### config.mk
export PLATFORM = sky130hd
export DESIGN_NAME = draw_op_bounding_box
export DESIGN_NICKNAME = d
export VERILOG_FILES = /design/src/rtl/draw_bb_pkg.sv /design/src/rtl/draw_op_bounding_box.sv
export SDC_FILE = /design/constraint.sdc
export NUM_CORES = 1
export LEC_CHECK = 0
export BUFFER_PORTS_ARGS = -buffer_cell sky130_fd_sc_hd__buf_2
export CAP_MARGIN = 20
export CELL_PAD_IN_SITES_DETAIL_PLACEMENT = 1
export CELL_PAD_IN_SITES_GLOBAL_PLACEMENT = 1
export CORE_MARGIN = 10
export CORE_UTILIZATION = 36
export CTS_CLUSTER_SIZE = 8
export DETAILED_ROUTE_END_ITERATION = 16
export PLACE_DENSITY = 0.77
export SLEW_MARGIN = 20
export SYNTH_ARGS = -nofsm -noshare
export SYNTH_HDL_FRONTEND = slang
export SYNTH_SLANG_ARGS = --single-unit
export TNS_END_PERCENT = 1
### constraint.sdc
create_clock -name clk -period 6.7 [get_ports clk]
set_clock_uncertainty 0.1 [all_clocks]
set_input_delay 0.67 -clock clk [delete_from_list [all_inputs] [get_ports clk]]
set_output_delay 0.67 -clock clk [all_outputs]
set_load 0.03 [all_outputs]
### src/rtl/draw_bb_pkg.sv
// Shared op codes and fixed field widths for the drawing-op bounding box.
package draw_bb_pkg;

	typedef enum logic [1:0] {
		CMD_END     = 2'd0,
		CMD_SEGMENT = 2'd1,
		CMD_CIRCLE  = 2'd2,
		CMD_TEXT    = 2'd3
	} cmd_t;

	localparam int IN_BITS     = 11;
	localparam int RADIUS_BITS = 10;
	localparam int BOX_BITS    = 12;

	// Start values of the running box before saturation
	localparam int START_MIN = 999;
	localparam int START_MAX = -999;

	// Character cell of a text op
	localparam int TEXT_W = 3;
	localparam int TEXT_H = 4;

	// Box given out for a symbol that nothing widened
	localparam int EMPTY_LO = 0;
	localparam int EMPTY_HI = 4;

endpackage

### src/rtl/draw_op_bounding_box.sv
// Running axis-aligned bounding box over a stream of symbol drawing ops.
//
// Accepts one op per clock cycle. Segment, circle/arc and text ops widen a
// running box held in COORD_BITS-bit signed registers, each bound saturated
// to that range; an end op gives out the box as one item and sets the running
// box back to its start values (999 and -999, saturated). A symbol that no op
// widened gives the box 0,0 to 4,4. Each op passes an input register and one
// step of add, saturate and compare logic; the box item of an end op is
// written into an output register and waits there, while ops that give no
// item keep flowing. Only an end op meeting a full, stalled output register
// holds the input side.
module draw_op_bounding_box #(
	parameter int COORD_BITS = 12
) (
	input  logic                                         clk,
	input  logic                                         arst_n,
	input  logic                                         op_valid,
	output logic                                         op_ready,
	input  logic [1:0]                                   command,
	input  logic signed [draw_bb_pkg::IN_BITS-1:0]       x_a,
	input  logic signed [draw_bb_pkg::IN_BITS-1:0]       y_a,
	input  logic signed [draw_bb_pkg::IN_BITS-1:0]       x_b,
	input  logic signed [draw_bb_pkg::IN_BITS-1:0]       y_b,
	input  logic [draw_bb_pkg::RADIUS_BITS-1:0]          radius,
	output logic                                         box_valid,
	input  logic                                         box_ready,
	output logic signed [draw_bb_pkg::BOX_BITS-1:0]      box_left,
	output logic signed [draw_bb_pkg::BOX_BITS-1:0]      box_top,
	output logic signed [draw_bb_pkg::BOX_BITS-1:0]      box_right,
	output logic signed [draw_bb_pkg::BOX_BITS-1:0]      box_bottom
);

	// Working width: holds an input plus or minus a radius, and both the
	// state range and the output range with a spare sign bit.
	localparam int WIDE_BITS = (COORD_BITS > draw_bb_pkg::BOX_BITS) ?
		COORD_BITS : draw_bb_pkg::BOX_BITS;
	localparam int EW = WIDE_BITS + 1;

	localparam int SAT_HI_I = (2 ** (COORD_BITS - 1)) - 1;
	localparam int SAT_LO_I = -SAT_HI_I - 1;

	localparam logic signed [EW-1:0] SAT_HI_E = EW'(SAT_HI_I);
	localparam logic signed [EW-1:0] SAT_LO_E = EW'(SAT_LO_I);

	localparam int RST_MIN_I = (draw_bb_pkg::START_MIN > SAT_HI_I) ?
		SAT_HI_I : draw_bb_pkg::START_MIN;
	localparam int RST_MAX_I = (draw_bb_pkg::START_MAX < SAT_LO_I) ?
		SAT_LO_I : draw_bb_pkg::START_MAX;

	localparam logic signed [COORD_BITS-1:0] RST_MIN = COORD_BITS'(RST_MIN_I);
	localparam logic signed [COORD_BITS-1:0] RST_MAX = COORD_BITS'(RST_MAX_I);

	localparam logic signed [EW-1:0] TEXT_W_E = EW'(draw_bb_pkg::TEXT_W);
	localparam logic signed [EW-1:0] TEXT_H_E = EW'(draw_bb_pkg::TEXT_H);

	localparam logic signed [draw_bb_pkg::BOX_BITS-1:0] EMPTY_LO =
		draw_bb_pkg::BOX_BITS'(draw_bb_pkg::EMPTY_LO);
	localparam logic signed [draw_bb_pkg::BOX_BITS-1:0] EMPTY_HI =
		draw_bb_pkg::BOX_BITS'(draw_bb_pkg::EMPTY_HI);

	function automatic logic signed [COORD_BITS-1:0] sat_coord(
		input logic signed [EW-1:0] v
	);
		if (v > SAT_HI_E) begin
			sat_coord = COORD_BITS'(SAT_HI_I);
		end else if (v < SAT_LO_E) begin
			sat_coord = COORD_BITS'(SAT_LO_I);
		end else begin
			sat_coord = v[COORD_BITS-1:0];
		end
	endfunction

	function automatic logic signed [draw_bb_pkg::BOX_BITS-1:0] to_box(
		input logic signed [COORD_BITS-1:0] v
	);
		logic signed [EW-1:0] e;
		e = EW'(v);
		to_box = e[draw_bb_pkg::BOX_BITS-1:0];
	endfunction

	// Input register
	logic                                    valid_s1;
	draw_bb_pkg::cmd_t                       cmd_s1;
	logic signed [draw_bb_pkg::IN_BITS-1:0]  xa_s1, ya_s1, xb_s1, yb_s1;
	logic [draw_bb_pkg::RADIUS_BITS-1:0]     radius_s1;

	// Running box
	logic signed [COORD_BITS-1:0] min_x_q, min_y_q, max_x_q, max_y_q;

	// Result register
	logic                                           box_valid_q;
	logic signed [draw_bb_pkg::BOX_BITS-1:0]        left_q, top_q, right_q, bottom_q;

	logic advance_s1;
	logic end_s1;

	logic signed [EW-1:0] xa_e, ya_e, xb_e, yb_e, r_e;
	logic signed [EW-1:0] lo_x, lo_y, hi_x, hi_y;
	logic signed [COORD_BITS-1:0] lo_x_sat, lo_y_sat, hi_x_sat, hi_y_sat;
	logic empty;

	assign end_s1     = (cmd_s1 == draw_bb_pkg::CMD_END);
	// An end op moves on only when the result register can take its item
	assign advance_s1 = valid_s1 && (!end_s1 || !box_valid_q || box_ready);
	assign op_ready   = !valid_s1 || advance_s1;

	always_ff @(posedge clk or negedge arst_n) begin
		if (!arst_n) begin
			valid_s1 <= 1'b0;
		end else if (op_ready) begin
			valid_s1 <= op_valid;
		end
	end

	always_ff @(posedge clk) begin
		if (op_valid && op_ready) begin
			cmd_s1    <= draw_bb_pkg::cmd_t'(command);
			xa_s1     <= x_a;
			ya_s1     <= y_a;
			xb_s1     <= x_b;
			yb_s1     <= y_b;
			radius_s1 <= radius;
		end
	end

	assign xa_e = EW'(xa_s1);
	assign ya_e = EW'(ya_s1);
	assign xb_e = EW'(xb_s1);
	assign yb_e = EW'(yb_s1);
	assign r_e  = EW'($signed({1'b0, radius_s1}));

	// Extent of the op before saturation
	always_comb begin
		unique case (cmd_s1)
			draw_bb_pkg::CMD_SEGMENT: begin
				lo_x = (xa_e < xb_e) ? xa_e : xb_e;
				hi_x = (xa_e > xb_e) ? xa_e : xb_e;
				lo_y = (ya_e < yb_e) ? ya_e : yb_e;
				hi_y = (ya_e > yb_e) ? ya_e : yb_e;
			end
			draw_bb_pkg::CMD_CIRCLE: begin
				lo_x = xa_e - r_e;
				hi_x = xa_e + r_e;
				lo_y = ya_e - r_e;
				hi_y = ya_e + r_e;
			end
			draw_bb_pkg::CMD_TEXT: begin
				lo_x = xa_e;
				hi_x = xa_e + TEXT_W_E;
				lo_y = ya_e;
				hi_y = ya_e + TEXT_H_E;
			end
			default: begin
				lo_x = xa_e;
				hi_x = xa_e;
				lo_y = ya_e;
				hi_y = ya_e;
			end
		endcase
	end

	assign lo_x_sat = sat_coord(lo_x);
	assign hi_x_sat = sat_coord(hi_x);
	assign lo_y_sat = sat_coord(lo_y);
	assign hi_y_sat = sat_coord(hi_y);

	assign empty = (min_x_q > max_x_q);

	always_ff @(posedge clk or negedge arst_n) begin
		if (!arst_n) begin
			min_x_q <= RST_MIN;
			min_y_q <= RST_MIN;
			max_x_q <= RST_MAX;
			max_y_q <= RST_MAX;
		end else if (advance_s1) begin
			if (end_s1) begin
				min_x_q <= RST_MIN;
				min_y_q <= RST_MIN;
				max_x_q <= RST_MAX;
				max_y_q <= RST_MAX;
			end else begin
				if (lo_x_sat < min_x_q) min_x_q <= lo_x_sat;
				if (lo_y_sat < min_y_q) min_y_q <= lo_y_sat;
				if (hi_x_sat > max_x_q) max_x_q <= hi_x_sat;
				if (hi_y_sat > max_y_q) max_y_q <= hi_y_sat;
			end
		end
	end

	always_ff @(posedge clk or negedge arst_n) begin
		if (!arst_n) begin
			box_valid_q <= 1'b0;
		end else if (advance_s1 && end_s1) begin
			box_valid_q <= 1'b1;
		end else if (box_ready) begin
			box_valid_q <= 1'b0;
		end
	end

	always_ff @(posedge clk) begin
		if (advance_s1 && end_s1) begin
			if (empty) begin
				left_q   <= EMPTY_LO;
				top_q    <= EMPTY_LO;
				right_q  <= EMPTY_HI;
				bottom_q <= EMPTY_HI;
			end else begin
				left_q   <= to_box(min_x_q);
				top_q    <= to_box(min_y_q);
				right_q  <= to_box(max_x_q);
				bottom_q <= to_box(max_y_q);
			end
		end
	end

	assign box_valid  = box_valid_q;
	assign box_left   = left_q;
	assign box_top    = top_q;
	assign box_right  = right_q;
	assign box_bottom = bottom_q;

endmodule
==> metrics.md <==
| Metric | Value |
|---|---|
| CP max stage cell | `o41ai_1` |
| # fillers | `about 3300` |
| Initial core utilization | `~37%` |
| Die Ht | `192 µm` |
| I/O pin total | `110` |
| Crit path largest cell delay | `about 0.52 ns` |
| Final ANT Viol Nets | `0` |
| DIE AREA | `36900 µm²` |
| Pleak | `5.28 nW` |
| Worst slew margin | `31.2%` |
| Max Freq | `173 MHz` |
| Syn_area_per_cell | `9.77 µm²` |
| Max clock buf depth | `2` |
| CP Launch Type | `flop` |
| Drt pass-1 iters | `6` |
| Most frequent cells in the layout | `128 x nor2_1, 125 x ha_1, 112 x inv_1, 109 x buf_2, 104 x edfxtp_1` |
| Crit path time final | `5.77 ns` |
| DP HPWL | `around 27000 µm` |
| H-tree depth | `4` |
| Final Total Pwr | `4.33 mW` |
| Sw Ratio | `40.1%` |
| EDFF count, synth | `~100` |
| Sink Count | `~150` |
| N_diodes | `0` |
| Sw power | `about 1.7 mW` |
| Internal power | `2.59 mW` |
| Clk_lat worst skew | `0.45 ns` |
| Post-CTS setup buffer count | `0` |
| WL met3 | `2300 µm` |
| Tcrit/Tclk final | `86.2%` |
| Max Cap Viol | `0` |
| Die Width | `192 µm` |
| CP Capture Type | `flop` |
| Setup violators final | `0` |
| TritonCTS clock tree | `done` |
| Final Hold Vio Count | `0` |
| Comb power frac | `42.8%` |
| Final wirelength | `approximately 35000 µm` |
| GPL Wtd Cong | `0.925` |
| Unrepaired setup endpoints after global routing | `false` |
| CP Max Fanout | `19` |
| Register share of total power | `around a third` |
| Share of cells above drive strength 1 | `between 10% and 20%` |
| Async S/R FF share, synth | `32.5%` |
| WL per Instance | `about 22 µm` |
| Met2 Routed Length | `approximately 15000 µm` |
| Max-slew violations | `0` |
| Initial antenna violation count | `0` |
| Fin Hold WS | `0.233 ns` |
| Required time at the worst-slack endpoint | `6.94 ns` |
| Post-CTS resize count | `0` |
| Num CTS Buffers | `17` |
| Worst min-delay path category | `input port to async pin` |
| CTS root buffer | `clkbuf_16` |
| Cells after Synth | `1091` |
| Worst Reg-to-Reg Cells | `23` |
| Synth Warn # | `0` |
| Synth Cell Area | `around 11000 µm²` |
| Vias in the first global route | `around 9200` |
| Clk network pwr share | `22.5%` |
| Core area | `28900 µm²` |
| #FFs+latches synth | `around 150` |
| Area growth syn-to-layout | `14.8%` |
| Fin util | `42.3%` |
| First-pass GRT wire length | `53200 µm` |
| DRC | `0` |
| CP Class | `flop to flop` |
| Synth Flop Type | `edfxtp_1` |
| Final cell count without fillers | `between 1500 and 2000` |
| Rows | `62` |
| Highest metal used | `met4` |
| Worst Tran Pin Value | `1.02 ns` |
| Sequential area share after synthesis | `41.3%` |
| Met1 WL | `16000 µm` |
| Cell variety after synth | `74` |
| Setup TNS | `0 ns` |
| Clock Pin Slew Worst Setup and Hold Paths | `0.06 ns` |
| Status | `complete, no violations` |
| Initial DRC Count | `900` |
| Power Density | `354 nW/µm²` |
| Commonest non-fill, non-tap cell in the layout | `nor2_1` |
| Vias per inst | `5.64` |
| Syn nets | `1280` |
| Worst Path Arrival | `6.01 ns` |
| Peak supply drop | `0.268 mV` |
| Ordered cell list for the critical path | `ha_1 -> buf_4 -> clkinv_1 -> nand2_1 -> inv_1 -> fa_1 -> nor2b_1 -> o2111ai_1 -> nand3_1 -> nor4_1 -> o41ai_1 -> xor2_1 -> a211oi_1 -> nor2_1 -> ha_1 -> nand3_1 -> o22ai_1 -> nor3_1 -> o21ai_0 -> a311o_1 -> nand2_1 -> nor2_1 -> a22o_1` |
| GRT overflow | `0` |
| Hold_buf cts | `0` |
| Placed insts | `1557` |
| Largest net degree at the start of global routing | `57` |
| GRT Resource Usage Total | `about 19%` |
| Vias | `about 9000` |
| Final nets | `1381` |
| Input/output buffers | `roughly 110` |
==> power groups by stage <==
stage / Combinational [mW] / Clock, mW / Sequential [mW]
floorplan: 1.23 / 0 / 1.55
global placement: 1.75 / 0 / 1.51
detailed placement: 1.83 / 0 / 1.52
CTS: 1.85 / 0.991 / 1.50
global route: 2.09 / 1.03 / 1.53
finish: 1.85 / 0.975 / 1.50
==> Yosys cell counts, types with 14 or more instances <==
cell | instances | area, µm²
ha_1 | 125 | 1560
clkbuf_1 | 38 | 143
a21oi_1 | 64 | 320
a211oi_1 | 14 | 105
nor2_1 | 129 | 484
nor2b_1 | 14 | 87.6
o21ai_0 | 46 | 230
o22a_1 | 14 | 123
mux2i_1 | 15 | 150
inv_1 | 112 | 420
nand3_1 | 30 | 150
dfrtp_1 | 24 | 601
edfxtp_1 | 104 | 3120
nor3_1 | 31 | 155
nand4_1 | 14 | 87.6
a22o_1 | 14 | 123
nand2_1 | 52 | 195
xnor2_1 | 26 | 228
dfstp_2 | 26 | 683
==> cells by family after synthesis <==
logic type               Yosys count  synth area share, %
flip-flops                       154                 41.3
buffers and inverters            154                 5.50
AO/OA/AOI/OAI                    279                 18.5
AND/OR/NAND/NOR                  312                 13.5
multiplexers                      25                 2.49
XOR/XNOR                          38                 3.19
adder cells (fa/ha/maj)          129                 15.4
==> stage by stage <==
| stage | instance area, µm² | worst slack, ns |
|---|---|---|
| floorplan | 10700 | 1.72 |
| global placement | 11700 | 1.17 |
| detailed placement | 11700 | 1.03 |
| CTS | 12200 | 1.00 |
| global route | 12200 | 0.481 |
| finish | 12200 | 0.928 |
==> worst paths after layout <==
| kind | start | end | slack, ns |
|---|---|---|---|
| worst max-delay path | cmd_s1[0] | max_x_q[5] | 0.93 |
| worst min-delay path | arst_n | min_y_q[4] | 0.23 |
| worst max register to register | cmd_s1[0] | max_x_q[5] | 0.93 |
| worst min register to register | max_y_q[4] | max_y_q[4] | 0.39 |
| max in group asynchronous | arst_n | min_x_q[11] | 5.81 |
| min in group clk | x_a[6] | xa_s1[6] | 0.28 |
==> sequential cells by signal (all words and copies together), names as in the netlist, 2 cells and up <==
register    cells
yb_s1          11
xb_s1          11
box_top        12
box_right      12
box_left       12
ya_s1          11
max_x_q        12
box_bottom     12
min_x_q        12
max_y_q        12
xa_s1          11
min_y_q        12
cmd_s1          2
radius_s1      10
==> cell type report <==
class | count | area (µm²) | share of cell area, %
clock inverters | 12 | 143 | 1.16
well taps | 384 | 480 | 3.92
clock buffers | 20 | 437 | 3.57
inverters | 113 | 424 | 3.46
flip-flops and latches | 154 | 4410 | 36.0
repair buffers | 123 | 651 | 5.31
multi-input cells | 783 | 5700 | 46.6
==> metal layers <==
layer	vias up	GRT usage, %
met5	-	0
met3	67	4.01
li1	4196	-
met1	4360	25.5
met4	0	6.35
met2	336	28.3
==> critical path, delay by kind of cell, from the launching register on <==
kind | cells | cell delay, ns
fa+ha+maj | 3 | 0.89
buf+inv | 3 | 0.63
flops | 1 | 0.42
xor+xnor | 1 | 0.14
compound gates | 7 | 1.81
simple gates | 9 | 1.66
Power figures use the tool's default switching activity.
